## src/sv/nioc_pkg.sv

```systemverilog
// Shared types, constants and helpers for the N-d index/offset converter.
`timescale 1ns / 1ps
package nioc_pkg;

  localparam int MAX_DIMS     = 3;
  localparam int DEF_NUM_DIMS = 3;
  localparam int DIM_W        = $clog2(MAX_DIMS);
  localparam int IDX_W        = 16;
  localparam int OFF_W        = 48;
  localparam int EXT_W        = IDX_W + 1;
  localparam int DIV_BITS     = 4;
  localparam int DIV_STEPS    = OFF_W / DIV_BITS;
  localparam int CFG_IDX_W    = 3;
  localparam int CFG_DATA_W   = IDX_W;

  typedef enum logic [CFG_IDX_W-1:0] {
    REG_ROW_MAJOR = 3'd0,
    REG_LOWER_0   = 3'd1,
    REG_LOWER_1   = 3'd2,
    REG_LOWER_2   = 3'd3,
    REG_UPPER_0   = 3'd4,
    REG_UPPER_1   = 3'd5,
    REG_UPPER_2   = 3'd6
  } cfg_reg_e;

  typedef enum logic {
    ACT_TO_OFFSET = 1'b0,
    ACT_TO_INDEX  = 1'b1
  } action_e;

  typedef struct packed {
    logic                    action;
    logic signed [IDX_W-1:0] index_in_0;
    logic signed [IDX_W-1:0] index_in_1;
    logic signed [IDX_W-1:0] index_in_2;
    logic        [OFF_W-1:0] offset_in;
  } in_t;

  typedef struct packed {
    logic        [OFF_W-1:0] offset_out;
    logic signed [IDX_W-1:0] index_out_0;
    logic signed [IDX_W-1:0] index_out_1;
    logic signed [IDX_W-1:0] index_out_2;
  } out_t;

  // Everything is kept in visiting order (fastest dimension at position 0).
  typedef struct packed {
    logic                                act;
    logic [MAX_DIMS-1:0][IDX_W-1:0]      idx_pos;
    logic [OFF_W-1:0]                    acc;
    logic [OFF_W-1:0]                    w;
    logic [EXT_W-1:0]                    r;
    logic [MAX_DIMS-1:0][IDX_W-1:0]      rem;
  } pipe_t;

  typedef struct packed {
    logic                           row_major;
    logic [MAX_DIMS-1:0][EXT_W-1:0] ext_pos;
    logic [MAX_DIMS-1:0][IDX_W-1:0] lo_pos;
  } cfg_t;

  // Dimension visited at a position, fastest first.
  function automatic logic [DIM_W-1:0] dim_at(input logic row_major,
                                              input logic [DIM_W-1:0] pos,
                                              input logic [DIM_W-1:0] last);
    return row_major ? DIM_W'(last - pos) : pos;
  endfunction

endpackage

```

## src/sv/nioc_mac_stage.sv

```systemverilog
// One Horner step of the offset sum: acc = acc * extent + (index - lower).
`timescale 1ns / 1ps
module nioc_mac_stage
  import nioc_pkg::*;
#(
  parameter int POS = 0
) (
  input  logic             clk_i,
  input  logic             rst_ni,
  input  logic             en_i,
  input  logic             valid_i,
  input  pipe_t            data_i,
  input  logic [EXT_W-1:0] ext_i,
  input  logic [IDX_W-1:0] lo_i,
  output logic             valid_o,
  output pipe_t            data_o
);

  logic             valid_q;
  pipe_t            data_q;
  pipe_t            data_d;
  logic [EXT_W-1:0] diff;
  logic [OFF_W+EXT_W-1:0] prod;

  always_comb begin
    diff        = {data_i.idx_pos[POS][IDX_W-1], data_i.idx_pos[POS]} - {lo_i[IDX_W-1], lo_i};
    prod        = data_i.acc * ext_i;
    data_d      = data_i;
    data_d.acc  = prod[OFF_W-1:0] + {{(OFF_W-EXT_W){diff[EXT_W-1]}}, diff};
  end

  always_ff @(posedge clk_i or negedge rst_ni) begin
    if (!rst_ni) begin
      valid_q <= 1'b0;
    end else if (en_i) begin
      valid_q <= valid_i;
    end
  end

  always_ff @(posedge clk_i) begin
    if (en_i) begin
      data_q <= data_d;
    end
  end

  assign valid_o = valid_q;
  assign data_o  = data_q;

endmodule

```

## config.mk

```make
export PLATFORM = sky130hd
export DESIGN_NAME = nioc_mac_stage
export DESIGN_NICKNAME = d
export VERILOG_FILES = /design/src/sv/nioc_pkg.sv /design/src/sv/nioc_mac_stage.sv
export SDC_FILE = /design/constraint.sdc
export NUM_CORES = 2
export LEC_CHECK = 0
export BUFFER_PORTS_ARGS = -buffer_cell sky130_fd_sc_hd__buf_2
export CAP_MARGIN = 20
export CORE_ASPECT_RATIO = 1.75
export CORE_MARGIN = 3
export CORE_UTILIZATION = 48
export CTS_CLUSTER_DIAMETER = 60
export DETAILED_ROUTE_END_ITERATION = 16
export PLACE_DENSITY = 0.72
export SYNTH_ARGS = -nofsm -noshare
export SYNTH_HDL_FRONTEND = slang
export SYNTH_SLANG_ARGS = --single-unit
```

## constraint.sdc

```tcl
create_clock -name clk_i -period 0.8 [get_ports clk_i]
set_input_delay 0.04 -clock clk_i [delete_from_list [all_inputs] [get_ports clk_i]]
set_output_delay 0.04 -clock clk_i [all_outputs]
set_load 0.05 [all_outputs]
```

### Yosys cells after proc, flatten, opt, wreduce, memory -nomap -nowiden

Index checks and enable logic that the tools add are counted.

* bits of input ports: 247
* output and inout port bits: 211
* register bits after elaboration: 211
* logic and storage cells: 14

* multiply operators: 1
* add/sub/neg operators: 2

Operator list (number)
* $add 48x48->48: 1
* $mul 48x17->48: 1
* $sub 16x16->17: 1

### Depth between registers and ports, before layout

* depth in word-level cells: 2
* gate-level depth with buffers: 30

### Least setup slack after synthesis

No wires, ideal clock.

* kind: input to register
* start: in data_i[161] in the netlist's numbering
* end: reg data_q, in the netlist data_o[146] (data pin)
* setup time: 262 ps
* slack: -8004 ps
* stages: 28
* buffers on the path: 0
* required time: 538 ps
* data arrival time: 8542 ps
* cell sequence: inv_1 ha_1 fa_1 nor2b_1 o31a_1 or4_4 nand4_2 a31oi_2 nand4_1 a32oi_1 fa_1 inv_1 fa_1 fa_1 fa_1 inv_1 fa_1 inv_1 ha_1 a21oi_1 o21ai_0 o41ai_1 o22ai_1 o311ai_0 nand2_1 a21oi_1 o21bai_1 xor2_1

RTL lines
* start: declaration: RTL line nioc_mac_stage.sv:12 `input pipe_t data_i,`
* end signal: assignment: RTL line nioc_mac_stage.sv:42 `data_q <= data_d;`
* end: declaration: RTL line nioc_mac_stage.sv:20 `pipe_t data_q;`

==> flow_summary.json <==
{
  "status": "finished, violations left",
  "violations": "setup timing",
  "avgViaCountPerCell": 5.126,
  "reg2reg_to": "valid_o$_DFFE_PN0P_",
  "hold_viol": 0,
  "clkTransAtPathRegs_ps": 70,
  "start_kind": "input pin",
  "h-tree-depth": 1,
  "clock_path_buffers": 3,
  "synthTopCellsByCount": "inv_1, fa_1, nand2_1",
  "grt_max_degree": 40,
  "die_area_um2": 62100,
  "antenna_found_initial": 15,
  "hp-start": "lo_i[0]",
  "synth_area_um2": 28340,
  "holdWs_ps": 18.33,
  "synth_ff_type": "edfxtp_1",
  "antenna_left": 0,
  "layout_setup_ws_ps": -5696,
  "dp_hpwl_um": 75840,
  "area_growth_pct": 41.52,
  "drt-total-wl_um": 95850,
  "ys_ff_latch": 211,
  "clock-sinks": 211,
  "fill_cells": 4263,
  "post-place-cells": 4314,
  "synth.most_common_cell": "inv_1",
  "die_y_um": 327.4,
  "period_share_pct": 812.1,
  "yosysUniqueCellTypes": 63,
  "synthesis.nets": 3760,
  "placed_area_um2": 35010,
  "reg2reg_from": "valid_o$_DFFE_PN0P_",
  "seq_area_frac_synth_pct": 22.34,
  "port_buffers": 457,
  "rows": 117,
  "nNetsFinal": 4728,
  "synth_area_leader_cell": "fa_1",
  "cp.required_ps": 1120,
  "grt-ovfl-total": 0,
  "clkLatencyLatePin_ps": 570,
  "synth_area_per_cell_um2": 10.10,
  "drt_iter0_drc": 1132,
  "cap_viol_max_count": 0,
  "crit_arrival_ps": 6810,
  "grt_pass1_vias": 26950,
  "wl_per_cell_um": 20.94,
  "rsz0062_at_grt": "true",
  "cts_tree": "yes",
  "die_w_um": 189.7,
  "instances_no_fill": 4578,
  "critPathKind": "input pin to flip-flop",
  "core_area_um2": 58260,
  "cp_common_cell": "fa_1",
  "synthesis.instances": 2807,
  "final_area_um2": 40100,
  "crit_fanout": 5,
  "finClkSkew_ps": 0,
  "drv_slew": 0,
  "clockRootBuffer": "clkbuf_16",
  "end_kind": "flip-flop",
  "reg2reg_depth": 1,
  "fmax_mhz": 153.9,
  "slowest_stage": "or4_4",
  "hp-class": "input pin to flip-flop",
  "grt_pass1_wl_um": 147400,
  "synth.area.top_cells": "fa_1, edfxtp_1, inv_1",
  "io_pins": 458,
  "tightest_slew_ps": 469.7,
  "holdPathStages": 4,
  "min_period_ps": 6496,
  "dr.pass1.iters": 5,
  "r2r_setup_slack_ps": -10,
  "gr-usage-all-layers_pct": 31.26,
  "hold_path_end": "data_o[113]$_DFFE_PP_",
  "setup_viol": 259,
  "max_slew_margin_pct": 68.57,
  "synth_top_area_share_pct": 42.81,
  "cpPeakStageDelay_ps": 540,
  "final_layout_size_suffix_gt1_share_pct": 30.17,
  "yosys_warnings": 0,
  "globalplace.congestion": 0.9504,
  "route.vias.total": 23470,
  "cts_buffers": 23,
  "synth_edf_count": 210,
  "ys_async_sr_fraction_pct": 0.4739,
  "drc": 0,
  "start_util_pct": 48.64
}
-- flip-flops by register name, summed over array words and instances, names as in the netlist --
register / flops
data_o: 210
valid_o: 1
-- final cells by class --
cell class,count,area (um^2),area share (%)
clock inverters,18,167.7,0.4181
clock buffers,24,579.3,1.445
diodes,13,32.53,0.08112
well taps,773,967.2,2.412
multi-input cells,1737,20000,49.86
repair buffers,1062,9223,23.00
flip-flops and latches,211,6332,15.79
inverters,740,2805,6.995
-- critical path, delay by kind of cell --
family | cells | cell delay, ps
AO/OA/AOI/OAI | 11 | 1710
XOR/XNOR | 1 | 140
adder cells (fa/ha/maj) | 8 | 3090
buffers and inverters | 9 | 980
AND/OR/NAND/NOR | 4 | 850
-- how the worst max path moves through the flow --
| stage | startpoint | endpoint | slack (ps) | cells after the start |
|---|---|---|---|---|
| 5_1_grt | data_i[161] | data_o[160]$_DFFE_PP_ | -5890 | 33 |
| 6_report | data_i[161] | data_o[154]$_DFFE_PP_ | -5700 | 33 |
| 2_1_floorplan | data_i[161] | data_o[145]$_DFFE_PP_ | -6280 | 28 |
| 4_1_cts | data_i[161] | data_o[157]$_DFFE_PP_ | -5720 | 33 |
| 3_3_place_gp | lo_i[1] | data_o[145]$_DFFE_PP_ | -6420 | 34 |
| 3_5_place_dp | data_i[161] | data_o[153]$_DFFE_PP_ | -6510 | 32 |
-- through the flow --
step                TNS, ps  setup WS [ps]  util, %
floorplan           -241070          -6279        -
global placement    -260050          -6420    60.08
detailed placement  -261380          -6506    60.08
CTS                 -396790          -5716    68.04
global route        -320470          -5894    68.81
finish              -306660          -5696    68.83
-- routing by layer --
| layer | share of wire (%) | global-route usage [%] | vias up | routed length (um) |
|---|---|---|---|---|
| met4 | 8.1 | 20.65 | 6 | 7743 |
| met3 | 6.1 | 4.957 | 422 | 5891 |
| li1 | - | - | 10130 | - |
| met2 | 54 | 58.99 | 1014 | 52230 |
| met5 | 0.039 | 0 | - | 37 |
| met1 | 31 | 31.11 | 11900 | 29950 |
-- cell usage in the layout, fill, tap and decap left out, types with 6 or more instances in the layout --
master,Yosys,final
nand2_1,529,518
dlygate4sd3_1,0,166
buf_6,0,243
nor3_1,10,8
clkbuf_16,0,23
fa_2,0,9
nand4_1,6,6
diode_2,0,13
a21oi_1,45,16
buf_4,0,366
a21o_1,21,21
buf_12,0,38
ha_1,100,62
inv_1,740,707
nor2_1,23,16
xnor2_2,0,6
inv_2,0,30
buf_8,0,7
buf_2,2,241
xor2_1,25,24
a21oi_2,2,21
and2_1,180,178
fa_1,606,597
o21ai_2,4,11
xnor2_1,56,47
o21ai_0,22,7
o21bai_1,8,8
nand2_2,1,12
a21oi_4,0,10
nand3_1,10,7
o21a_1,7,7
nand2b_1,12,12
edfxtp_1,210,210
ha_4,0,37
-- timing repair --
item / CTS / global route
cloned: 1 / 0
resized for setup: 560 / 77
setup endpoints to repair: 258 / 469
endpoints found under the hold margin: 270 / 0
pin swaps: 98 / 112
hold buffers: 167 / 0
setup buffers: 29 / 23
-- cells by family after synthesis --
kind of cell,synth area share (%)
AND/OR/NAND/NOR,12.79
buffers and inverters,11.39
AO/OA/AOI/OAI,3.638
XOR/XNOR,2.504
flip-flops,22.34
adder cells (fa/ha/maj),47.23
multiplexers,0.1148
Power is not shown: default switching activity piles up to over one toggle a cycle in this logic, so the estimate is an artifact.
