**src/sv/nioc_pkg.sv**
```systemverilog
// Shared types, constants and helpers for the N-d index/offset converter.
`timescale 1ns / 1ps
package nioc_pkg;

  localparam int MAX_DIMS     = 3;
  localparam int DEF_NUM_DIMS = 3;
  localparam int DIM_W        = $clog2(MAX_DIMS);
  localparam int IDX_W        = 16;
  localparam int OFF_W        = 48;
  localparam int EXT_W        = IDX_W + 1;
  localparam int DIV_BITS     = 4;
  localparam int DIV_STEPS    = OFF_W / DIV_BITS;
  localparam int CFG_IDX_W    = 3;
  localparam int CFG_DATA_W   = IDX_W;

  typedef enum logic [CFG_IDX_W-1:0] {
    REG_ROW_MAJOR = 3'd0,
    REG_LOWER_0   = 3'd1,
    REG_LOWER_1   = 3'd2,
    REG_LOWER_2   = 3'd3,
    REG_UPPER_0   = 3'd4,
    REG_UPPER_1   = 3'd5,
    REG_UPPER_2   = 3'd6
  } cfg_reg_e;

  typedef enum logic {
    ACT_TO_OFFSET = 1'b0,
    ACT_TO_INDEX  = 1'b1
  } action_e;

  typedef struct packed {
    logic                    action;
    logic signed [IDX_W-1:0] index_in_0;
    logic signed [IDX_W-1:0] index_in_1;
    logic signed [IDX_W-1:0] index_in_2;
    logic        [OFF_W-1:0] offset_in;
  } in_t;

  typedef struct packed {
    logic        [OFF_W-1:0] offset_out;
    logic signed [IDX_W-1:0] index_out_0;
    logic signed [IDX_W-1:0] index_out_1;
    logic signed [IDX_W-1:0] index_out_2;
  } out_t;

  // Everything is kept in visiting order (fastest dimension at position 0).
  typedef struct packed {
    logic                                act;
    logic [MAX_DIMS-1:0][IDX_W-1:0]      idx_pos;
    logic [OFF_W-1:0]                    acc;
    logic [OFF_W-1:0]                    w;
    logic [EXT_W-1:0]                    r;
    logic [MAX_DIMS-1:0][IDX_W-1:0]      rem;
  } pipe_t;

  typedef struct packed {
    logic                           row_major;
    logic [MAX_DIMS-1:0][EXT_W-1:0] ext_pos;
    logic [MAX_DIMS-1:0][IDX_W-1:0] lo_pos;
  } cfg_t;

  // Dimension visited at a position, fastest first.
  function automatic logic [DIM_W-1:0] dim_at(input logic row_major,
                                              input logic [DIM_W-1:0] pos,
                                              input logic [DIM_W-1:0] last);
    return row_major ? DIM_W'(last - pos) : pos;
  endfunction

endpackage

```
**src/sv/nioc_stream_if.sv**
```systemverilog
// Valid/ready stream channel with a typed payload.
`timescale 1ns / 1ps
interface nioc_stream_if #(
  parameter type T = logic
) ();
  logic valid;
  logic ready;
  T     data;

  modport source (output valid, output data, input ready);
  modport sink   (input valid, input data, output ready);
endinterface

```
**src/sv/nioc_out_buf.sv**
```systemverilog
// Result formatting, output register and skid register.
`timescale 1ns / 1ps
module nioc_out_buf
  import nioc_pkg::*;
#(
  parameter int NUM_DIMS = DEF_NUM_DIMS
) (
  input  logic  clk_i,
  input  logic  rst_ni,
  input  logic  valid_i,
  input  pipe_t data_i,
  input  cfg_t  cfg_i,
  output logic  en_o,
  nioc_stream_if.source res_o
);

  out_t res_d;
  out_t out_q;
  out_t skid_q;
  logic out_v_q;
  logic skid_v_q;
  logic [MAX_DIMS-1:0][IDX_W-1:0] idx;
  logic [DIM_W-1:0] d;

  always_comb begin
    idx = '0;
    d   = '0;
    if (data_i.act == ACT_TO_INDEX) begin
      for (int p = 0; p < NUM_DIMS; p++) begin
        d      = dim_at(cfg_i.row_major, DIM_W'(p), DIM_W'(NUM_DIMS - 1));
        idx[d] = cfg_i.lo_pos[p] + data_i.rem[p];
      end
    end
    res_d.offset_out  = (data_i.act == ACT_TO_OFFSET) ? data_i.acc : '0;
    res_d.index_out_0 = idx[0];
    res_d.index_out_1 = idx[1];
    res_d.index_out_2 = idx[2];
  end

  always_ff @(posedge clk_i or negedge rst_ni) begin
    if (!rst_ni) begin
      out_v_q  <= 1'b0;
      skid_v_q <= 1'b0;
    end else if (!out_v_q || res_o.ready) begin
      if (skid_v_q) begin
        out_v_q  <= 1'b1;
        skid_v_q <= 1'b0;
      end else begin
        out_v_q <= valid_i;
      end
    end else if (valid_i && !skid_v_q) begin
      skid_v_q <= 1'b1;
    end
  end

  always_ff @(posedge clk_i) begin
    if (!out_v_q || res_o.ready) begin
      out_q <= skid_v_q ? skid_q : res_d;
    end else if (!skid_v_q) begin
      skid_q <= res_d;
    end
  end

  assign en_o        = !skid_v_q;
  assign res_o.valid = out_v_q;
  assign res_o.data  = out_q;

endmodule

```
**src/flat_wrapper.sv**
```systemverilog
// flat-port wrapper written by rule: the top's interface ports become plain ports
module nioc_out_buf_flat import nioc_pkg::*;
#(
  parameter int NUM_DIMS = DEF_NUM_DIMS
)
  (clk_i, rst_ni, valid_i, data_i, cfg_i, en_o, res_o_valid, res_o_data, res_o_ready);
  nioc_stream_if res_o_i ();
  input  logic clk_i;
  input  logic rst_ni;
  input  logic valid_i;
  input  pipe_t data_i;
  input  cfg_t cfg_i;
  output logic en_o;
  output wire logic [$bits(res_o_i.valid)-1:0] res_o_valid;
  output wire logic [$bits(res_o_i.data)-1:0] res_o_data;
  input wire logic [$bits(res_o_i.ready)-1:0] res_o_ready;
  assign res_o_valid = res_o_i.valid;
  assign res_o_data = res_o_i.data;
  assign res_o_i.ready = res_o_ready;
  nioc_out_buf #(.NUM_DIMS(NUM_DIMS)) u_core (.clk_i(clk_i), .rst_ni(rst_ni), .valid_i(valid_i), .data_i(data_i), .cfg_i(cfg_i), .en_o(en_o), .res_o(res_o_i));
endmodule
```
**config.mk**
```make
export PLATFORM = sky130hd
export DESIGN_NAME = nioc_out_buf_flat
export DESIGN_NICKNAME = d
export VERILOG_FILES = /design/src/sv/nioc_pkg.sv /design/src/sv/nioc_stream_if.sv /design/src/sv/nioc_out_buf.sv /design/src/flat_wrapper.sv
export SDC_FILE = /design/constraint.sdc
export NUM_CORES = 1
export LEC_CHECK = 0
export ABC_AREA = 1
export BUFFER_PORTS_ARGS = -buffer_cell sky130_fd_sc_hd__buf_4
export CAP_MARGIN = 20
export CORE_AREA = 5 5 121 123
export CTS_CLUSTER_DIAMETER = 80
export CTS_CLUSTER_SIZE = 28
export DETAILED_ROUTE_END_ITERATION = 16
export DIE_AREA = 0 0 126 128
export GPL_TIMING_DRIVEN = 1
export PLACE_DENSITY = 0.34
export SETUP_SLACK_MARGIN = 0.3
export SYNTH_ARGS = -nofsm -noshare
export SYNTH_HDL_FRONTEND = slang
export SYNTH_SLANG_ARGS = --single-unit
```
**constraint.sdc**
```tcl
create_clock -name clk_i -period 2.6 [get_ports clk_i]
set_clock_uncertainty 0.2 [all_clocks]
set_input_delay 0.13 -clock clk_i [delete_from_list [all_inputs] [get_ports clk_i]]
set_output_delay 0.13 -clock clk_i [all_outputs]
set_load 0.005 [all_outputs]
```
# [Yosys cells after proc, flatten, opt, wreduce, memory -nomap -nowiden]
# Cells that the tools add are included.
[totals] out_inout_bits=3 in_bits=314 reg_bits=19 word_cells=31
[classes] magnitude_cmp=4 bitwise=1 n_addsub=3 mux=12 reduce_logical=7
[op_table] operator="$demux 16 s2" n=2
[op_table] operator="$add 16x16->16" n=3
[op_table] operator="$and 48x48->48" n=1
[op_table] operator="$bwmux 48" n=1
[op_table] operator="$mux 16" n=3
[op_table] operator="$mux 48" n=1
[op_table] operator="$lt 2x3->1 const B" n=2
[op_table] operator="$ge 2x1->1 const B" n=2
[op_table] operator="$mux 2" n=2
[op_table] operator="$logic_and 1x1->1" n=3
[op_table] operator="$mux 1" n=3
[op_table] operator="$logic_not 1->1" n=2
[op_table] operator="$reduce_bool 2->1" n=1
[op_table] operator="$logic_or 1x1->1" n=1

# [Depth between registers and ports, before layout]
# Gate-level depths: netlist of run 1.
[depth] depth_word=9 mapped_depth=5

# [Worst setup path before layout of run 1]
# OpenSTA, ideal clock, no wires.
[synth_path] path_kind="register to register" start="register u_core.out_v_q, in the netlist u_core.res_o.valid" end="register u_core.out_q, in the netlist u_core.res_o.data (enable)" synth_period_minus_slack_ps=1042 stages_incl_launch_ff=4 arrival_time_ps=550 slack_ps=1558 path_cell_list="dfrtp_1 inv_1 nor2_4 inv_2"
[synth_via] elab_chain_len=2
[synth_lines] element="from (decl)" line_no="nioc_out_buf.sv:20" rtl="logic out_v_q;"
[synth_lines] element="from (signal assigned)" line_no="nioc_out_buf.sv:49" rtl="out_v_q <= valid_i;"
[synth_lines] element="$logic_not 1->1" line_no="nioc_out_buf.sv:57" rtl="if (!out_v_q || res_o.ready) begin"
[synth_lines] element="$logic_or 1x1->1" line_no="nioc_out_buf.sv:57"
[synth_lines] element="to (signal assigned)" line_no="nioc_out_buf.sv:58" rtl="out_q <= skid_v_q ? skid_q : res_d;"
[synth_lines] element="to (decl)" line_no="nioc_out_buf.sv:18" rtl="out_t out_q;"
# No other way between the ends.
# A chain may end at the register's enable or synchronous reset.

# [Worst setup path in the final report of run 1]
[layout_path] start="register u_core.skid_v_q" end="register u_core.out_q, in the netlist u_core.res_o.data, data pin"
[layout_via] elab_chain_len=1
[layout_lines] element="from (decl)" line_no="nioc_out_buf.sv:21" rtl="logic skid_v_q;"
[layout_lines] element="from (signal assigned)" line_no="nioc_out_buf.sv:43" rtl="skid_v_q <= 1'b0;"
[layout_lines] element="from (signal assigned)" line_no="nioc_out_buf.sv:47" rtl="skid_v_q <= 1'b0;"
[layout_lines] element="from (signal assigned)" line_no="nioc_out_buf.sv:52" rtl="skid_v_q <= 1'b1;"
[layout_lines] element="$mux 16" line_no="nioc_out_buf.sv:58"
# No other way between the ends.

==> results of run 1 <==
cells in the mapped netlist:
cell type and n:
edfxtp_1 2, inv_1 8, nand2_1 7, dfrtp_1 2
nor2_2 1, inv_2 1, nand3_1 3, nor2_4 1
nor2_1 2
worst register-to-register path: cells and delay by family (launching register included):
| kind | cells | cell delay [ps] |
|---|---|---|
| DFF | 1 | 460 |
| and+or+nand+nor | 3 | 330 |
final timing paths:
path                                                   to                   startpoint  cells past startpoint
min in group clk_i             u_core.skid_q[0]$_DFFE_PP_                    cfg_i[99]                      4
setup / recovery              u_core.res_o.data$_DFFE_PN_  u_core.skid_v_q$_DFFE_PN0P_                      3
hold reg to reg                u_core.skid_q[0]$_DFFE_PP_   u_core.skid_q[0]$_DFFE_PP_                      2
hold / removal             u_core.res_o.valid$_DFFE_PN0N_                       rst_ni                      2
max in group asynchronous     u_core.skid_v_q$_DFFE_PN0P_                       rst_ni                      2
setup reg to reg              u_core.res_o.data$_DFFE_PN_  u_core.skid_v_q$_DFFE_PN0P_                      3
cell families after synthesis:
family	Yosys count	share of synthesized area, %
buf+inv	9	16.1
simple gates	14	31.6
flops	4	52.4
metrics by stage:
stage / utilization (%) / hold WS [ps] / power [mW] / worst slack (ps)
after floorplan: - / -366 / 0.0903 / 1560
after global placement: 3.88 / -285 / 0.115 / 1370
after detailed placement: 3.88 / -285 / 0.116 / 1350
after CTS: 4.68 / 24.8 / 0.372 / 1330
after global routing: 4.68 / 35.5 / 0.382 / 1310
final: 4.68 / 31.9 / 0.365 / 1350
state kept, by name, indices dropped and copies added, names as in the netlist:
signal and flops:
u_core.res_o.data 1, u_core.res_o.valid 1, u_core.skid_q 1, u_core.skid_v_q 1
repair_timing:
item	4_1_cts	5_1_grt
gates resized for setup	0	0
hold buffers	3	0
endpoints found under the hold margin	5	0
report_power, final:
group          internal [mW]  switching, mW
combinational         0.0220         0.0174
clock                  0.203         0.0445
sequential            0.0739        0.00408
metal layers:
metal | vias to the layer above | wire length (um) | track usage [%]
li1 | 117 | - | -
met1 | 90 | 443 | 1.38
met2 | 14 | 266 | 1.03
met3 | 2 | 164 | 1.33
met4 | 2 | 2 | 0.568
met5 | - | 7 | 0
final cells by class:
type | count | area, um^2 | share of cell area [%]
flip-flops and latches | 4 | 110 | 17.4
inverters | 9 | 33.8 | 5.33
multi-input cells | 14 | 66.3 | 10.5
well taps | 180 | 225 | 35.5
repair buffers | 15 | 120 | 18.9
clock buffers | 4 | 78.8 | 12.4
==> impl_metrics.json, run 1 <==
{
  "grt_usage_pct": 1.12,
  "gp_congestion": 0.589,
  "final_common_cell": "buf_4",
  "slowest_delay_ps": 460,
  "cts_buffer_depth": 2,
  "cts_setup_buffers": 0,
  "grt_max_degree": 5,
  "wirelength_um": 885,
  "die_h_um": 128,
  "synth_area_leaders": "edfxtp_1 29%, dfrtp_1 24%, inv_1 14%, nand2_1 13%, nand3_1 7.1%",
  "drv_slew": 0,
  "relSlewSlack_pct": 83.6,
  "critPathBufInv": 0,
  "synth_top_area_share_pct": 28.6,
  "port-buffer-count": 12,
  "route.vias.total": 225,
  "cts_buffers": 3,
  "syn_inst": 27,
  "fin_crit_ps": 1250,
  "coreArea_um2": 13600,
  "ios": 317,
  "ys_types": 9,
  "cp_slowest_cell": "dfrtp_1",
  "first_pass_iters": 1,
  "cp-end-kind": "register",
  "setup_tns_ps": 0,
  "ant_nets": 0,
  "insertion_delay_ps": 230,
  "die_area_um2": 16100,
  "grt_pass1_wl_mm": 1.21,
  "placed_cell_area_um2": 526,
  "rrSetupSlack_ps": 1350,
  "dp_hpwl_um": 714,
  "root_buffer": "clkbuf_16",
  "worstMarginPinSlew_ps": 245,
  "overflow": 0,
  "final_cell_mix": "12 x buf_4, 8 x inv_1, 7 x nand2_1",
  "setup_viol": 0,
  "wl_per_cell_um": 3.92,
  "cp.arrival_ps": 1010,
  "diodes": 0,
  "fin_area_um2": 634,
  "drtIter0Drc": 0,
  "hold_path_class": "input port to asynchronous set/reset pin",
  "vias_per_cell": 0.996,
  "critical_path_required_ps": 2360,
  "syn_to_final_growth_pct": 202,
  "crit_chain": "nor2_1 > nand3_1 > nand2_1",
  "synth_top_area_cell": "edfxtp_1",
  "finalHoldViolCount": 0,
  "power_density_nw_per_um2": 575,
  "antenna_found_initial": 1,
  "path_max_fanout": 4,
  "synth_seq_area_share_pct": 52.4,
  "fillers": 1618,
  "cpLargestDelayFamily": "flip-flops",
  "fin_nets": 361,
  "dp_cells": 219,
  "syn_avg_cell_area_um2": 7.79,
  "finalNonFillerCells": 226,
  "cts_sinks": 4,
  "ys.warnings.count": 0,
  "syn_area_um2": 210,
  "clk_pin_slew_worst_paths_ps": 30,
  "rsz0062_at_grt": "no",
  "synth.net_count": 341,
  "start_util_pct": 1.55,
  "grt_pass1_vias": 218,
  "period_share_pct": 47.9,
  "drcViolationCount": 0,
  "cap_violations": 0,
  "vdd_drop_max_mv": 0.322,
  "cellLeakagePower_nw": 0.230,
  "critPathLaunchType": "register",
  "clock.fmax_ghz": 0.802,
  "ctsHtreeMaxLevel": 1,
  "cts_tree": "built",
  "rows": 43,
  "path_class": "register to register",
  "drive_gt1_share_pct": 39.1,
  "postSynthRegisterBits": 4,
  "status": "completed",
  "die_x_um": 126
}
Note: power is estimated with default switching activity, not from simulation.
==> inputs of run 2 (changes only) <==
--- a/config.mk
+++ b/config.mk
@@ -14,7 +14,7 @@
 export DETAILED_ROUTE_END_ITERATION = 16
 export DIE_AREA = 0 0 126 128
 export GPL_TIMING_DRIVEN = 1
-export PLACE_DENSITY = 0.34
+export PLACE_DENSITY = 0.35
 export SETUP_SLACK_MARGIN = 0.3
 export SYNTH_ARGS = -nofsm -noshare
 export SYNTH_HDL_FRONTEND = slang
==> constraint.sdc (replaced) <==
create_clock -name clk_i -period 1 [get_ports clk_i]
set_clock_uncertainty 0.2 [all_clocks]
set_input_delay 0.05 -clock clk_i [delete_from_list [all_inputs] [get_ports clk_i]]
set_output_delay 0.05 -clock clk_i [all_outputs]
set_load 0.005 [all_outputs]
==> impl_metrics.json, run 2 (synthesis results as in run 1) <==
{
  "status": "complete, but fails checks",
  "violations": "hold timing, setup timing",
  "antenna_found_initial": 0,
  "first_pass_iters": 2,
  "cellLeakagePower_nw": 0.247,
  "final_util_pct": 4.99,
  "total_power_mw": 0.982,
  "grt_max_degree": 4,
  "drive_gt1_share_pct": 54.2,
  "setup_viol": 7,
  "drcViolationCount": 0,
  "drv_slew": 0,
  "cp-end-kind": "primary output",
  "final_cell_mix": "10 x buf_4, 7 x nand2_1, 6 x inv_1, 6 x buf_6",
  "root_buffer": "clkbuf_16",
  "switching_power_mw": 0.180,
  "die_area_um2": 16100,
  "p_int_mw": 0.802,
  "cp-startpoint": "u_core.skid_v_q$_DFFE_PN0P_",
  "period_share_pct": 111,
  "setup_tns_ps": -526,
  "insertion_delay_ps": 220,
  "grt_pass1_vias": 267,
  "diodes": 0,
  "drtIter0Drc": 4,
  "rsz0062_at_grt": "yes",
  "fin_nets": 363,
  "ctsHtreeMaxLevel": 1,
  "wl_per_cell_um": 4.31,
  "postCtsHoldBufs": 1,
  "syn_to_final_growth_pct": 222,
  "vias_per_cell": 1.03,
  "cts_tree": "built",
  "rows": 43,
  "worstMarginPinSlew_ps": 103,
  "pre_cts_slack_ps": -43.6,
  "cts_sinks": 4,
  "path_class": "register to primary output",
  "dp_cells": 221,
  "start_util_pct": 1.55,
  "clock.fmax_ghz": 0.904,
  "ios": 317,
  "grt_usage_pct": 1.40,
  "seqPwrFrac_pct": 20.4,
  "die_h_um": 128,
  "overflow": 0,
  "p_comb_share_pct": 13.9,
  "clk_pin_slew_worst_paths_ps": 30,
  "dp_hpwl_um": 836,
  "final_common_cell": "buf_4",
  "port-buffer-count": 12,
  "fillers": 1632,
  "cp.arrival_ps": 860,
  "relSlewSlack_pct": 93.1,
  "holdWs_ps": -162,
  "critical_path_required_ps": 750,
  "path_max_fanout": 2,
  "cap_violations": 0,
  "power_density_nw_per_um2": 1450,
  "cts_buffers": 3,
  "critPathLaunchType": "register",
  "rr_startpoint": "u_core.skid_v_q$_DFFE_PN0P_",
  "finalHoldViolCount": 6,
  "vdd_drop_max_mv": 0.352,
  "die_x_um": 126,
  "gp_congestion": 0.592,
  "ant_nets": 0,
  "cts_buffer_depth": 2,
  "swShare_pct": 18.4,
  "fin_crit_ps": 1110,
  "coreArea_um2": 13600,
  "grt_pass1_wl_mm": 1.46,
  "wirelength_um": 982,
  "p_clk_share_pct": 65.7,
  "setup_ws_ps": -106,
  "hold_path_class": "input port to register",
  "route.vias.total": 235,
  "finalNonFillerCells": 228,
  "min_from": "valid_i"
}
run 2: cell types whose count changed in the layout (fill, tap and decap cells not counted), sizes merged:
cell	change
buf	+4
dlygate4sd3	-2
run 2: repair_timing:
item                       CTS  global route
setup endpoints to repair    9             9
hold endpoints to repair     6             6
gates resized for setup      8             1
setup buffers                2             0
pin swaps                    3             0
run 2: per-layer routing:
| layer | routed length (um) | vias up | track usage [%] |
|---|---|---|---|
| li1 | - | 118 | - |
| met1 | 330 | 109 | 1.08 |
| met2 | 537 | 8 | 2.25 |
| met3 | 114 | 0 | 1.54 |
| met4 | 0 | 0 | 0.568 |
| met5 | 0 | - | 0 |
run 2: power groups by stage:
stage	Sequential [mW]	Combinational, mW	Clock [mW]
after global routing	0.202	0.152	0.677
after CTS	0.201	0.140	0.662
after detailed placement	0.202	0.108	0
after floorplan	0.202	0.0347	0
after global placement	0.202	0.106	0
final	0.200	0.137	0.645
run 2: layout make-up:
class                      instances  area [um^2]  share of cell area [%]
clock buffer                       4         78.8                    11.6
inverter                           9         33.8                    4.99
multi-input combinational         14         76.3                    11.3
sequential                         4          110                    16.3
tap                              180          225                    33.3
timing repair buffer              17          153                    22.6
run 2: critical path, cell delays in order (launching register included):
cell	delay (ps)
dfrtp_1	380
buf_6	130
inv_2	40
buf_6	80
run 2: final timing paths:
path	to	slack, ps	depth (start not counted)
setup / recovery	en_o	-110	3
hold / removal	u_core.res_o.valid$_DFFE_PN0N_	-160	3
setup reg to reg	u_core.res_o.data$_DFFE_PN_	-100	3
hold reg to reg	u_core.skid_q[0]$_DFFE_PP_	350	2
max in group asynchronous	u_core.skid_v_q$_DFFE_PN0P_	560	2
min in group asynchronous	u_core.res_o.valid$_DFFE_PN0N_	-50	2
run 2: metrics by stage:
| stage | instance area, um^2 | hold slack [ps] |
|---|---|---|
| 2_1_floorplan | 213 | -446 |
| 3_3_place_gp | 543 | -367 |
| 3_5_place_dp | 543 | -364 |
| 4_1_cts | 673 | -160 |
| 5_1_grt | 677 | -146 |
| 6_report | 677 | -162 |
