===== src/sv/nioc_pkg.sv =====
// Shared types, constants and helpers for the N-d index/offset converter.
`timescale 1ns / 1ps
package nioc_pkg;

  localparam int MAX_DIMS     = 3;
  localparam int DEF_NUM_DIMS = 3;
  localparam int DIM_W        = $clog2(MAX_DIMS);
  localparam int IDX_W        = 16;
  localparam int OFF_W        = 48;
  localparam int EXT_W        = IDX_W + 1;
  localparam int DIV_BITS     = 4;
  localparam int DIV_STEPS    = OFF_W / DIV_BITS;
  localparam int CFG_IDX_W    = 3;
  localparam int CFG_DATA_W   = IDX_W;

  typedef enum logic [CFG_IDX_W-1:0] {
    REG_ROW_MAJOR = 3'd0,
    REG_LOWER_0   = 3'd1,
    REG_LOWER_1   = 3'd2,
    REG_LOWER_2   = 3'd3,
    REG_UPPER_0   = 3'd4,
    REG_UPPER_1   = 3'd5,
    REG_UPPER_2   = 3'd6
  } cfg_reg_e;

  typedef enum logic {
    ACT_TO_OFFSET = 1'b0,
    ACT_TO_INDEX  = 1'b1
  } action_e;

  typedef struct packed {
    logic                    action;
    logic signed [IDX_W-1:0] index_in_0;
    logic signed [IDX_W-1:0] index_in_1;
    logic signed [IDX_W-1:0] index_in_2;
    logic        [OFF_W-1:0] offset_in;
  } in_t;

  typedef struct packed {
    logic        [OFF_W-1:0] offset_out;
    logic signed [IDX_W-1:0] index_out_0;
    logic signed [IDX_W-1:0] index_out_1;
    logic signed [IDX_W-1:0] index_out_2;
  } out_t;

  // Everything is kept in visiting order (fastest dimension at position 0).
  typedef struct packed {
    logic                                act;
    logic [MAX_DIMS-1:0][IDX_W-1:0]      idx_pos;
    logic [OFF_W-1:0]                    acc;
    logic [OFF_W-1:0]                    w;
    logic [EXT_W-1:0]                    r;
    logic [MAX_DIMS-1:0][IDX_W-1:0]      rem;
  } pipe_t;

  typedef struct packed {
    logic                           row_major;
    logic [MAX_DIMS-1:0][EXT_W-1:0] ext_pos;
    logic [MAX_DIMS-1:0][IDX_W-1:0] lo_pos;
  } cfg_t;

  // Dimension visited at a position, fastest first.
  function automatic logic [DIM_W-1:0] dim_at(input logic row_major,
                                              input logic [DIM_W-1:0] pos,
                                              input logic [DIM_W-1:0] last);
    return row_major ? DIM_W'(last - pos) : pos;
  endfunction

endpackage


===== src/sv/nioc_div_stage.sv =====
// Four bits of restoring division of the running offset by one extent.
`timescale 1ns / 1ps
module nioc_div_stage
  import nioc_pkg::*;
#(
  parameter int POS  = 0,
  parameter bit LAST = 1'b0
) (
  input  logic             clk_i,
  input  logic             rst_ni,
  input  logic             en_i,
  input  logic             valid_i,
  input  pipe_t            data_i,
  input  logic [EXT_W-1:0] ext_i,
  output logic             valid_o,
  output pipe_t            data_o
);

  logic             valid_q;
  pipe_t            data_q;
  pipe_t            data_d;
  logic [OFF_W-1:0] w;
  logic [EXT_W-1:0] r;
  logic [EXT_W-1:0] r2;
  logic             q;

  always_comb begin
    w  = data_i.w;
    r  = data_i.r;
    r2 = '0;
    q  = 1'b0;
    for (int b = 0; b < DIV_BITS; b++) begin
      r2 = {r[EXT_W-2:0], w[OFF_W-1]};
      q  = (r2 >= ext_i);
      r  = q ? (r2 - ext_i) : r2;
      w  = {w[OFF_W-2:0], q};
    end
    data_d   = data_i;
    data_d.w = w;
    data_d.r = r;
    // At the end of a dimension the quotient carries on and the remainder is kept.
    if (LAST) begin
      data_d.rem[POS] = r[IDX_W-1:0];
      data_d.r        = '0;
    end
  end

  always_ff @(posedge clk_i or negedge rst_ni) begin
    if (!rst_ni) begin
      valid_q <= 1'b0;
    end else if (en_i) begin
      valid_q <= valid_i;
    end
  end

  always_ff @(posedge clk_i) begin
    if (en_i) begin
      data_q <= data_d;
    end
  end

  assign valid_o = valid_q;
  assign data_o  = data_q;

endmodule


===== config.mk =====
export PLATFORM = sky130hd
export DESIGN_NAME = nioc_div_stage
export DESIGN_NICKNAME = d
export VERILOG_FILES = /design/src/sv/nioc_pkg.sv /design/src/sv/nioc_div_stage.sv
export SDC_FILE = /design/constraint.sdc
export NUM_CORES = 1
export LEC_CHECK = 0
export ABC_AREA = 0
export BUFFER_PORTS_ARGS = -buffer_cell sky130_fd_sc_hd__buf_2
export CORE_AREA = 3 3 169 171
export CTS_BUF_LIST = sky130_fd_sc_hd__clkbuf_4 sky130_fd_sc_hd__clkbuf_8 sky130_fd_sc_hd__clkbuf_16
export DETAILED_ROUTE_END_ITERATION = 7
export DIE_AREA = 0 0 172 174
export PLACE_DENSITY = 0.63
export SYNTH_ARGS = -nofsm -noshare
export SYNTH_HDL_FRONTEND = slang
export SYNTH_SLANG_ARGS = --single-unit

===== constraint.sdc =====
create_clock -name clk_i -period 1.5 [get_ports clk_i]
set_clock_uncertainty 0.1 [all_clocks]
set_input_delay 0.075 -clock clk_i [delete_from_list [all_inputs] [get_ports clk_i]]
set_output_delay 0.075 -clock clk_i [all_outputs]
set_load 0.05 [all_outputs]

### Yosys cells after proc, flatten, opt, wreduce, memory -nomap -nowiden

Index checks and enable logic that the tools add are counted.

| storage, ports and cells | value |
|---|---|
| register bits | 211 |
| output and inout port bits | 211 |

| operators by class | value |
|---|---|
| add/subtract/negate cells | 4 |
| order comparisons | 4 |
| muxes and demuxes | 4 |

Operators with widths:

| kind | number |
|---|---|
| >= comparator 17 bit | 4 |
| two-way mux 16 bit | 3 |
| subtractor 16 bit | 3 |
| two-way mux 17 bit | 1 |
| subtractor 17 bit | 1 |

### Depth between registers and ports, before layout

Gate-level depths: netlist (run 1).

| logic depth | value |
|---|---|
| word-level depth | 8 |
| gate-level depth with buffers | 44 |

### Worst setup path after synthesis (run 1)

No wires, ideal clock.

| timing path | value |
|---|---|
| path type | input port to flip-flop |
| start point | input ext_i[10] |
| end point | register data_q (netlist bit data_o[50]), data pin |
| data arrival time | 7508 ps |
| required time | 1138 ps |
| path slack | -6370 ps |
| cell stages on the path | 37 |
| path through | inv_1 > ha_1 > a21oi_2 > o21ai_1 > a221oi_2 > nand2_2 > nor2_2 > buf_4 > mux2_2 > ha_1 > a21oi_1 > o21ai_1 > a211oi_2 > a31oi_1 > a211oi_2 > inv_2 > buf_2 > buf_2 > o21a_1 > ha_1 > and4_1 > nand4_1 > or3_1 > o21ai_1 > a21oi_2 > and2_1 > buf_4 > o21ai_0 > ha_1 > nor2b_1 > o31a_1 > o31ai_1 > a211o_1 > nand2_1 > o21a_1 > buf_2 > mux2_1 |

RTL lines:

| element | line | RTL |
|---|---|---|
| from (decl) | nioc_div_stage.sv:14 | `input logic [EXT_W-1:0] ext_i,` |
| to (signal assigned) | nioc_div_stage.sv:58 | `data_q <= data_d;` |
| to (decl) | nioc_div_stage.sv:20 | `pipe_t data_q;` |

==> results.py, run 1 <==
metrics = {
    "place": {
        "place.gp.congestion": 0.9191,
        "io_buffers": 440,
        "detailed_place_hpwl_mm": 33.70,
        "place_inst": 1870,
    },
    "detailed_routing": {
        "route.vias.total": 11010,
        "initialDrtViolationCount": 898,
        "drc_errors": 0,
        "dr.pass1.iters": 5,
        "route.antenna.remaining_nets": 0,
        "drt-total-wl_mm": 46.94,
        "avgViaCountPerCell": 5.103,
        "wl_per_cell_um": 21.75,
    },
    "global_routing": {
        "grt-ovfl-total": 0,
        "antenna_found_initial": 4,
        "grt_max_degree": 51,
        "grt_usage": 0.2979,
        "grt_pass1_vias": 11380,
        "grt_pass1_wl_mm": 67.39,
    },
    "pwr": {
        "p_leak_nw": 8.681,
        "sw_frac_of_total": 0.3892,
        "finalPower_mw": 33.52,
        "power_frac_comb": 0.596,
        "p_seq_frac": 0.233,
        "clockPowerShare": 0.171,
        "power.internal_mw": 20.47,
        "switchingPower_mw": 13.04,
        "p_per_area_nw_per_um2": 1733,
        "ir_drop_v": 0.0008992,
    },
    "clocking": {
        "cts_buffers": 24,
        "cts_root_buffer": "clkbuf_16",
        "cts_tree": "yes",
        "clockBufferDepth": 3,
        "cts_sinks": 211,
        "htreeDepth": 1,
        "clock_latency_ps": 500,
        "path_clk_slew_ps": 60,
    },
    "layout": {
        "multi_input_area_um2": 4755,
        "instances_no_fill": 2158,
        "final_layout_size_suffix_gt1_frac": 0.5248,
        "n_fill_cell": 1872,
        "layout.nets": 2100,
        "area.sequential_um2": 6331,
        "syn2layout_area_growth_pct": 82.14,
    },
    "yosys": {
        "synthesis.nets": 1119,
        "yosys_register_bits": 211,
        "yosys_warnings": 0,
        "synth_area_um2": 10620,
        "synthFlopType": "edfxtp_1",
        "synthDistinctLibCells": 76,
        "syn_avg_cell_area_um2": 13.01,
        "ys_seq_area_frac": 0.5963,
        "ys_async_sr_fraction": 0.004739,
        "syn_inst": 816,
        "synth_edf_count": 210,
    },
    "worst_setup_path": {
        "worstReg2RegEnd": "valid_o$_DFFE_PN0P_",
        "endpoint": "data_o[64]$_DFFE_PP_",
        "crit_family": "compound AO/OA/AOI/OAI gates",
        "cp.depth": 42,
        "crit_path_max_fanout": 9,
        "cp-end-kind": "register",
        "worstPathArrival_ps": 7420,
        "crit_type": "in2reg",
        "startpoint": "ext_i[1]",
        "critPathLaunchType": "input port",
        "crit_buf_inv": 10,
        "slowest_stage": "mux2_2",
        "cp.required_ps": 1730,
        "r2r_slack_ps": 650,
        "cp_slowest_stage_delay_ps": 370,
        "rr_startpoint": "valid_o$_DFFE_PN0P_",
        "timing.reg2reg.worst_path_depth": 1,
    },
    "status": {
        "violations": "negative setup slack",
        "status": "complete, but fails checks",
    },
    "floorplan": {
        "fp.dieH_um": 174,
        "initial_core_util": 0.3928,
        "core_area_um2": 27030,
        "ios": 442,
        "die_area_um2": 29930,
        "die_w_um": 172,
        "rows": 60,
    },
    "sta": {
        "relSlewSlack": 0.6468,
        "hold_violations": 0,
        "setup_viol": 21,
        "slew_violations": 0,
        "fmax_mhz": 139.1,
        "final.setup.worst_slack_ps": -5691,
        "finalCritPeriodShare": 4.794,
        "tightest_slew_ps": 524.2,
        "period_needed_ps": 7191,
        "rsz0062_at_grt": "true",
    },
    "job": {
        "cap_violations": 0,
    },
    "worst_hold_path": {
        "min-delay-path-class": "in2reg",
    },
}
worst min-delay path by stage:
stage / slack, ps / endpoint / startpoint / depth (start not counted)
3_5_place_dp: -250 / valid_o$_DFFE_PN0P_ / rst_ni / 1
6_report: 100 / data_o[48]$_DFFE_PP_ / data_i[109] / 5
3_3_place_gp: -250 / valid_o$_DFFE_PN0P_ / rst_ni / 1
4_1_cts: 100 / data_o[48]$_DFFE_PP_ / data_i[109] / 5
2_1_floorplan: -320 / valid_o$_DFFE_PN0P_ / rst_ni / 0
5_1_grt: 120 / data_o[48]$_DFFE_PP_ / data_i[109] / 5
power by group through the flow:
stage | Combinational, mW | Sequential (mW) | Clock (mW)
global placement | 16.0 | 7.89 | 0
finish | 20.0 | 7.82 | 5.72
floorplan | 7.49 | 10.3 | 0
CTS | 18.3 | 7.79 | 5.78
detailed placement | 16.2 | 7.90 | 0
global route | 21.4 | 7.88 | 6.07
cells by family (layout without fill, tap and decap cells):
| logic type | after synthesis | after routing | synth area share |
|---|---|---|---|
| muxes | 19 | 19 | 0.01956 |
| xor gates and xnor gates | 37 | 37 | 0.03052 |
| other | 0 | 5 | 0 |
| and+or+nand+nor | 192 | 192 | 0.09370 |
| adders and majority gates | 72 | 72 | 0.08768 |
| AOI/OAI and AO/OA | 225 | 225 | 0.1476 |
| DFF | 211 | 211 | 0.5963 |
| buffers and inverters | 60 | 1056 | 0.02463 |
routing by layer:
| layer | routed length [um] | global-route usage | up-vias | share of wire |
|---|---|---|---|---|
| li1 | - | - | 5117 | - |
| met1 | 19090 | 0.3915 | 5239 | 0.41 |
| met2 | 21620 | 0.4837 | 560 | 0.46 |
| met3 | 4068 | 0.06004 | 97 | 0.087 |
| met4 | 2153 | 0.1174 | 0 | 0.046 |
| met5 | 0 | 0 | - | 0 |
cell usage in the layout (no fill, tap or decap), types with 7 or more instances in the layout:
| cell type | netlist | routed |
|---|---|---|
| ha_4 | 0 | 26 |
| dlygate4sd3_1 | 0 | 194 |
| buf_4 | 3 | 316 |
| nand4_1 | 11 | 11 |
| o211ai_1 | 15 | 15 |
| mux2_4 | 0 | 8 |
| xor2_1 | 7 | 7 |
| edfxtp_1 | 210 | 210 |
| buf_2 | 8 | 433 |
| xnor2_1 | 30 | 30 |
| buf_6 | 2 | 19 |
| and2_1 | 9 | 7 |
| a21o_1 | 20 | 20 |
| a21oi_2 | 6 | 21 |
| nand3_1 | 20 | 17 |
| nand2_1 | 55 | 51 |
| a21oi_1 | 62 | 41 |
| ha_1 | 68 | 42 |
| o21ai_0 | 29 | 25 |
| o21a_1 | 24 | 24 |
| inv_1 | 40 | 36 |
| clkbuf_16 | 0 | 24 |
| or3_1 | 14 | 13 |
| nor3_1 | 16 | 14 |
| nor2_1 | 24 | 21 |
repair_timing:
| item | 4_1_cts | 5_1_grt |
|---|---|---|
| endpoints found under the hold margin | 212 | 0 |
| buffers inserted | 36 | 15 |
| hold buffers | 194 | 0 |
| setup endpoints to repair | 23 | 24 |
| pin swaps | 52 | 26 |
| gates resized for setup | 81 | 50 |
tightest hold or removal path: cells and delay by family:
| family | cells | cell delay [ps] |
|---|---|---|
| buffers and inverters | 3 | 270 |
| AOI/OAI and AO/OA | 1 | 40 |
| adders and majority gates | 1 | 170 |
flip-flops by register name, indices dropped and copies added, names as in the netlist:
signal   flops
data_o     210
valid_o      1
area by class of cell:
type / count / share of cell area
tap: 341 / 0.02206
inverter: 43 / 0.009641
timing repair buffer: 972 / 0.3551
clock buffer: 29 / 0.03300
antenna: 5 / 0.0006470
clock inverter: 12 / 0.006276
sequential: 211 / 0.3274
multi-input combinational: 545 / 0.2459
through the flow:
step	utilization	setup TNS, ps	area [um2]	setup WS (ps)	hold WS, ps
final	0.7155	-107610	19340	-5691	102.0
after floorplan	-	-108310	10890	-5713	-320.6
after global placement	0.5774	-117020	15610	-6161	-249.2
after detailed placement	0.5774	-119870	15610	-6350	-249.1
after global routing	0.7153	-114200	19330	-6044	124.8
after CTS	0.7028	-103090	18990	-5442	101.6
Yosys cell counts, types with 9 or more instances:
cell type	instances	area share
nand3_1	20	0.0094
mux2_2	11	0.012
a21oi_1	62	0.029
a21o_1	20	0.014
ha_1	68	0.080
edfxtp_1	210	0.59
a22oi_1	9	0.0064
xnor2_1	30	0.025
o211ai_1	15	0.011
and2_1	9	0.0053
nor2_1	24	0.0085
o21a_1	24	0.017
nor3_1	16	0.0075
nand2_1	55	0.019
inv_1	40	0.014
o21ai_0	29	0.014
or3_1	14	0.0082
nand4_1	11	0.0065
(Power assumes the default switching activity.)
==> inputs of run 2 (changes only) <==
--- a/config.mk
+++ b/config.mk
@@ -12,6 +12,7 @@
 export DETAILED_ROUTE_END_ITERATION = 7
 export DIE_AREA = 0 0 172 174
 export PLACE_DENSITY = 0.63
+export SKIP_LAST_GASP = 1
 export SYNTH_ARGS = -nofsm -noshare
 export SYNTH_HDL_FRONTEND = slang
 export SYNTH_SLANG_ARGS = --single-unit
==> results.py, run 2 (same netlist as run 1, synthesis figures left out) <==
metrics = {
    "status": {
        "status": "complete, but fails checks",
        "violations": "negative setup slack",
    },
    "global_routing": {
        "top_usage_layer": "met2",
        "grt_util_met2": 0.4837,
        "met3_usage": 0.06004,
        "grt_pass1_wl_mm": 67.39,
        "grt-ovfl-total": 0,
        "use_met1": 0.3915,
        "grt_pass1_vias": 11380,
        "grt_max_degree": 51,
        "antenna_found_initial": 4,
        "grt_usage": 0.2979,
    },
    "sta": {
        "hold_violations": 0,
        "tightest_slew_ps": 541.1,
        "rsz0062_at_grt": "true",
        "setup_tns_ps": -107450,
        "slew_violations": 0,
        "fmax_mhz": 139.3,
        "period_needed_ps": 7181,
        "setup_viol": 21,
        "finalCritPeriodShare": 4.787,
        "final.setup.worst_slack_ps": -5681,
        "relSlewSlack": 0.6355,
    },
    "pwr": {
        "p_leak_nw": 8.680,
        "p_per_area_nw_per_um2": 1731,
        "ir_drop_v": 0.0008985,
        "finalPower_mw": 33.46,
    },
    "clocking": {
        "path_clk_slew_ps": 60,
        "clock_latency_ps": 500,
        "cts_buffers": 24,
        "clockBufferDepth": 3,
        "cts_tree": "yes",
        "cts_root_buffer": "clkbuf_16",
        "htreeDepth": 1,
        "cts_sinks": 211,
    },
    "worst_setup_path": {
        "rr_startpoint": "valid_o$_DFFE_PN0P_",
        "worstPathArrival_ps": 7410,
        "cp-end-kind": "register",
        "crit_buf_inv": 10,
        "crit_type": "in2reg",
        "crit_family": "compound AO/OA/AOI/OAI gates",
        "startpoint": "ext_i[1]",
        "slowest_stage": "mux2_2",
        "cp_slowest_stage_delay_ps": 370,
        "cp.required_ps": 1730,
        "critPathLaunchType": "input port",
        "crit_path_max_fanout": 9,
    },
    "layout": {
        "n_fill_cell": 1873,
        "largest_reg_flops": 210,
        "layout.nets": 2100,
        "syn2layout_area_growth_pct": 82.06,
        "layout_commonest_cell": "buf_2",
        "multi_input_area_um2": 4752,
        "most-common-layout-cells": "buf_2, buf_4, edfxtp_1",
        "area.sequential_um2": 6331,
        "final_layout_size_suffix_gt1_frac": 0.5243,
    },
    "place": {
        "place.gp.congestion": 0.9191,
        "io_buffers": 440,
        "detailed_place_hpwl_mm": 33.70,
        "place_ws_ps": -6350,
    },
    "floorplan": {
        "fp.dieH_um": 174,
        "core_area_um2": 27030,
        "die_w_um": 172,
        "ios": 442,
        "die_area_um2": 29930,
        "rows": 60,
        "initial_core_util": 0.3928,
    },
    "detailed_routing": {
        "initialDrtViolationCount": 879,
        "route.vias.total": 11010,
        "avgViaCountPerCell": 5.103,
        "wl_per_cell_um": 21.75,
        "route.antenna.remaining_nets": 0,
        "drc_errors": 0,
        "dr.pass1.iters": 5,
        "drt-total-wl_mm": 46.91,
    },
    "job": {
        "cap_violations": 0,
    },
    "worst_hold_path": {
        "hp-start": "data_i[109]",
        "min-delay-path-class": "in2reg",
    },
}
run 2: routing by layer:
metal,vias up,wire (um)
met5,-,0
met4,0,2159
met3,102,3915
met2,544,21600
met1,5248,19230
li1,5114,-
run 2: cell type report:
class	count	share of cell area
inverter	43	0.009645
multi-input combinational	545	0.2459
timing repair buffer	972	0.3551
clock inverter	12	0.006279
sequential	211	0.3276
clock buffer	29	0.03301
antenna	4	0.0005179
tap	341	0.02207
run 2: path summary, 6_finish.rpt:
kind	slack [ps]	cells past startpoint	end
hold / removal	100	5	data_o[48]$_DFFE_PP_
max in group asynchronous	910	3	valid_o$_DFFE_PN0P_
setup reg to reg	650	1	valid_o$_DFFE_PN0P_
min in group asynchronous	290	3	valid_o$_DFFE_PN0P_
setup / recovery	-5680	42	data_o[64]$_DFFE_PP_
hold reg to reg	430	1	valid_o$_DFFE_PN0P_
run 2: worst min-delay path, stage by stage:
cell,delay (ps)
buf_2,100
inv_1,50
ha_1,170
buf_4,120
a21oi_2,40
run 2: power by group:
part           internal (mW)  switching, mW  total (mW)  leakage [nW]
sequential              7.52          0.305        7.83          2.07
combinational           9.55           10.3        19.9          6.23
clock                   3.38           2.37        5.74         0.380
run 2: metrics by stage:
stage                     std cells  hold slack, ps  cell area [um2]  utilization
after global routing           2156           124.8            19330       0.7151
after global placement         1870          -249.2            15610       0.5774
final                          2157           102.0            19330       0.7152
after CTS                      2140           101.6            18990       0.7028
after detailed placement       1870          -249.1            15610       0.5774
after floorplan                 816          -320.6            10890            -
run 2: timing repair:
| action | CTS | global route |
|---|---|---|
| setup endpoints to repair | 23 | 24 |
| hold buffers | 194 | 0 |
| endpoints found under the hold margin | 212 | 0 |
| pin swaps | 52 | 26 |
| setup buffers | 36 | 15 |
| gates resized for setup | 81 | 48 |
==> inputs of run 3 (changes only) <==
--- a/config.mk
+++ b/config.mk
@@ -7,11 +7,14 @@
 export LEC_CHECK = 0
 export ABC_AREA = 0
 export BUFFER_PORTS_ARGS = -buffer_cell sky130_fd_sc_hd__buf_2
-export CORE_AREA = 3 3 169 171
+export CELL_PAD_IN_SITES_DETAIL_PLACEMENT = 2
+export CELL_PAD_IN_SITES_GLOBAL_PLACEMENT = 2
+export CORE_ASPECT_RATIO = 0.7
+export CORE_MARGIN = 3
+export CORE_UTILIZATION = 33
 export CTS_BUF_LIST = sky130_fd_sc_hd__clkbuf_4 sky130_fd_sc_hd__clkbuf_8 sky130_fd_sc_hd__clkbuf_16
 export DETAILED_ROUTE_END_ITERATION = 7
-export DIE_AREA = 0 0 172 174
-export PLACE_DENSITY = 0.63
+export PLACE_DENSITY = 0.82
 export SKIP_LAST_GASP = 1
 export SYNTH_ARGS = -nofsm -noshare
 export SYNTH_HDL_FRONTEND = slang
==> results.py, run 3 <==
metrics = {
    "yosys": {
        "synthTopCellsByArea": "edfxtp_1, ha_1, a21oi_1",
        "yosysTopAreaCell": "edfxtp_1",
        "yosysMostFrequentCell": "edfxtp_1",
        "synthFlopType": "edfxtp_1",
        "synth_top_area_share": 0.5940,
        "synthesis.nets": 1119,
        "syn_inst": 816,
        "synth_edf_count": 210,
        "ys_async_sr_fraction": 0.004739,
        "synthTopCellsByCount": "edfxtp_1, ha_1, a21oi_1",
        "yosys_register_bits": 211,
        "ys_seq_area_frac": 0.5963,
        "synth_area_um2": 10620,
        "yosys_warnings": 0,
        "synthDistinctLibCells": 76,
        "syn_avg_cell_area_um2": 13.01,
    },
    "clocking": {
        "cts_sinks": 211,
        "htreeDepth": 1,
        "cts_buffers": 23,
        "cts_root_buffer": "clkbuf_16",
        "clockBufferDepth": 3,
        "ctsHoldBuffers": 194,
        "ctsResizeCount": 211,
        "postCtsSetupBuffers": 62,
    },
    "place": {
        "place_ws_ps": -7212,
        "place_area_um2": 15770,
        "place.gp.congestion": 0.9549,
        "detailed_place_hpwl_mm": 52.38,
        "io_buffers": 440,
    },
    "floorplan": {
        "ios": 442,
        "rows": 54,
        "die_w_um": 220.4,
        "initial_core_util": 0.3379,
        "fp.dieH_um": 156.1,
    },
    "status": {
        "status": "did not finish",
        "stop_stage": "4_1_cts",
        "tool.error": "[ERROR DPL-0033] detailed placement checks failed during check placement.",
    },
}
## run 3: cell counts after synthesis
No cell type changed its count.
## run 3: logic make-up after synthesis
family          Yosys count  share of synthesized area
compound gates          225                     0.1476
flops                   211                     0.5963
simple gates            192                    0.09370
fa+ha+maj                72                    0.08768
buf+inv                  60                    0.02463
xor+xnor                 37                    0.03052
mux                      19                    0.01956
## run 3: per-stage QoR
step                utilization  hold slack [ps]  setup TNS (ps)  cells
floorplan                     -           -320.6         -108310    816
global placement         0.5020           -249.2         -121640   1958
detailed placement       0.5020           -248.7         -134820   1958
==> inputs of run 4 (changes only) <==
==> config.mk (replaced) <==
export PLATFORM = sky130hd
export DESIGN_NAME = nioc_div_stage
export DESIGN_NICKNAME = d
export VERILOG_FILES = /design/src/sv/nioc_pkg.sv /design/src/sv/nioc_div_stage.sv
export SDC_FILE = /design/constraint.sdc
export NUM_CORES = 1
export LEC_CHECK = 0
export ABC_AREA = 0
export BUFFER_PORTS_ARGS = -buffer_cell sky130_fd_sc_hd__buf_2
export CORE_AREA = 3 3 172 174
export DETAILED_ROUTE_END_ITERATION = 7
export DIE_AREA = 0 0 175 177
export PLACE_DENSITY_LB_ADDON = 0.15
export SKIP_LAST_GASP = 1
export SYNTH_ARGS = -nofsm -noshare
export SYNTH_HDL_FRONTEND = slang
export SYNTH_SLANG_ARGS = --single-unit
==> results.py, run 4 (same netlist as run 1, synthesis figures left out) <==
metrics = {
    "place": {
        "io_buffers": 440,
        "place_inst": 1908,
        "place_area_um2": 15670,
        "detailed_place_hpwl_mm": 32.48,
        "place_ws_ps": -6414,
        "place.gp.congestion": 0.9210,
    },
    "worst_hold_path": {
        "holdPathEnd": "data_o[148]$_DFFE_PP_",
        "holdPathStages": 2,
        "hp-start": "en_i",
        "min-delay-path-class": "in2reg",
    },
    "pwr": {
        "switchingPower_mw": 12.90,
        "ir_drop_v": 0.001191,
        "clockPowerShare": 0.170,
        "p_seq_frac": 0.236,
        "p_leak_nw": 8.662,
        "p_per_area_nw_per_um2": 1706,
        "sw_frac_of_total": 0.3888,
        "power_frac_comb": 0.594,
        "power.internal_mw": 20.28,
    },
    "worst_setup_path": {
        "r2r_slack_ps": 60,
        "critPathLaunchType": "input port",
        "cp.required_ps": 1660,
        "slowest_stage": "o21ai_0",
        "crit_family": "compound AO/OA/AOI/OAI gates",
        "worstReg2RegEnd": "valid_o$_DFFE_PN0P_",
        "crit_path_max_fanout": 8,
        "worstPathArrival_ps": 7380,
        "cp-end-kind": "register",
        "timing.reg2reg.worst_path_depth": 2,
        "crit_type": "in2reg",
        "crit_buf_inv": 8,
        "cp_slowest_stage_delay_ps": 420,
        "rr_startpoint": "valid_o$_DFFE_PN0P_",
    },
    "detailed_routing": {
        "dr.pass1.iters": 5,
        "dr.max_layer_used": "met4",
        "route.vias.total": 10850,
        "avgViaCountPerCell": 4.933,
        "initialDrtViolationCount": 904,
        "wl_met1_mm": 18.84,
        "dr_wl_met3_mm": 3.101,
        "wl_per_cell_um": 20.63,
        "drt-total-wl_mm": 45.38,
        "route.antenna.remaining_nets": 0,
        "drc_errors": 0,
        "routed-wl-met2_mm": 21.39,
    },
    "clocking": {
        "cts_tree": "yes",
        "clockBufferDepth": 3,
        "cts_sinks": 211,
        "path_clk_slew_ps": 70,
        "htreeDepth": 1,
        "cts_buffers": 24,
        "clock_latency_ps": 510,
        "cts_root_buffer": "clkbuf_16",
    },
    "floorplan": {
        "core_area_um2": 27930,
        "ios": 442,
        "fp.dieH_um": 177,
        "initial_core_util": 0.3801,
        "die_w_um": 175,
        "die_area_um2": 30980,
        "rows": 61,
    },
    "layout": {
        "multi_input_area_um2": 4811,
        "syn2layout_area_growth_pct": 83.11,
        "largest_reg_flops": 210,
        "final_layout_size_suffix_gt1_frac": 0.5261,
        "area.sequential_um2": 6331,
        "layout.nets": 2106,
        "layout_commonest_cell": "buf_2",
        "stdcell_area_um2": 19440,
        "instances_no_fill": 2199,
        "n_fill_cell": 2034,
        "post-route-util": 0.6959,
        "most-common-layout-cells": "buf_2, buf_4, edfxtp_1",
    },
    "sta": {
        "tightest_slew_ps": 861.7,
        "period_needed_ps": 7216,
        "finalCritPeriodShare": 4.810,
        "hold_violations": 0,
        "relSlewSlack": 0.4236,
        "setup_tns_ps": -107800,
        "rsz0062_at_grt": "true",
        "slew_violations": 0,
        "fmax_mhz": 138.6,
        "setup_viol": 21,
        "final.setup.worst_slack_ps": -5716,
    },
    "job": {
        "cap_violations": 0,
    },
    "global_routing": {
        "grt_max_degree": 59,
        "grt_usage": 0.2793,
        "grt-ovfl-total": 0,
        "grt_pass1_vias": 11080,
        "antenna_found_initial": 4,
        "grt_pass1_wl_mm": 65.52,
    },
    "status": {
        "violations": "negative setup slack",
        "status": "complete, but fails checks",
    },
}
==> run 4: power by group through the flow <==
stage | clock network, mW | registers (mW) | logic [mW]
floorplan | 0 | 10.3 | 7.49
global placement | 0 | 7.90 | 16.2
detailed placement | 0 | 7.90 | 16.4
CTS | 5.73 | 7.80 | 18.8
global route | 5.99 | 7.88 | 21.1
finish | 5.64 | 7.84 | 19.7
==> run 4: timing repair <==
| action | CTS | global route |
|---|---|---|
| resized for setup | 74 | 60 |
| setup endpoints to repair | 22 | 27 |
| endpoints found under the hold margin | 202 | 1 |
| hold buffers | 195 | 1 |
| pin swaps | 41 | 46 |
| gates cloned | 1 | 0 |
| buffers inserted | 38 | 15 |
==> run 4: how the worst max path moves through the flow <==
stage          startpoint                   end  slack, ps  cells after the start
3_3_place_gp     ext_i[1]  data_o[64]$_DFFE_PP_      -6260                     38
2_1_floorplan    ext_i[1]  data_o[50]$_DFFE_PP_      -5710                     38
5_1_grt         ext_i[12]  data_o[64]$_DFFE_PP_      -6060                     40
6_report         ext_i[1]  data_o[57]$_DFFE_PP_      -5720                     40
4_1_cts          ext_i[1]  data_o[64]$_DFFE_PP_      -5530                     38
3_5_place_dp     ext_i[1]  data_o[63]$_DFFE_PP_      -6410                     38
==> run 4: stage by stage <==
stage	hold slack (ps)	power (mW)
CTS	5.827	32.34
global placement	-248.9	24.15
floorplan	-320.6	17.79
finish	47.47	33.17
detailed placement	-245.3	24.28
global route	29.83	35.01
==> run 4: area by class of cell <==
class	instances	share of cell area
Antenna cell	2	0.0002574
Tap cell	378	0.02433
Timing Repair Buffer	978	0.3548
Clock buffer	31	0.03225
Inverter	43	0.009204
Sequential cell	211	0.3257
Multi-Input combinational cell	545	0.2475
Clock inverter	11	0.006050
==> run 4: layer usage <==
metal / vias up / GRT usage
li1: 5138 / -
met1: 5122 / 0.3710
met2: 483 / 0.4570
met3: 104 / 0.04698
met4: 0 / 0.1147
met5: - / 0
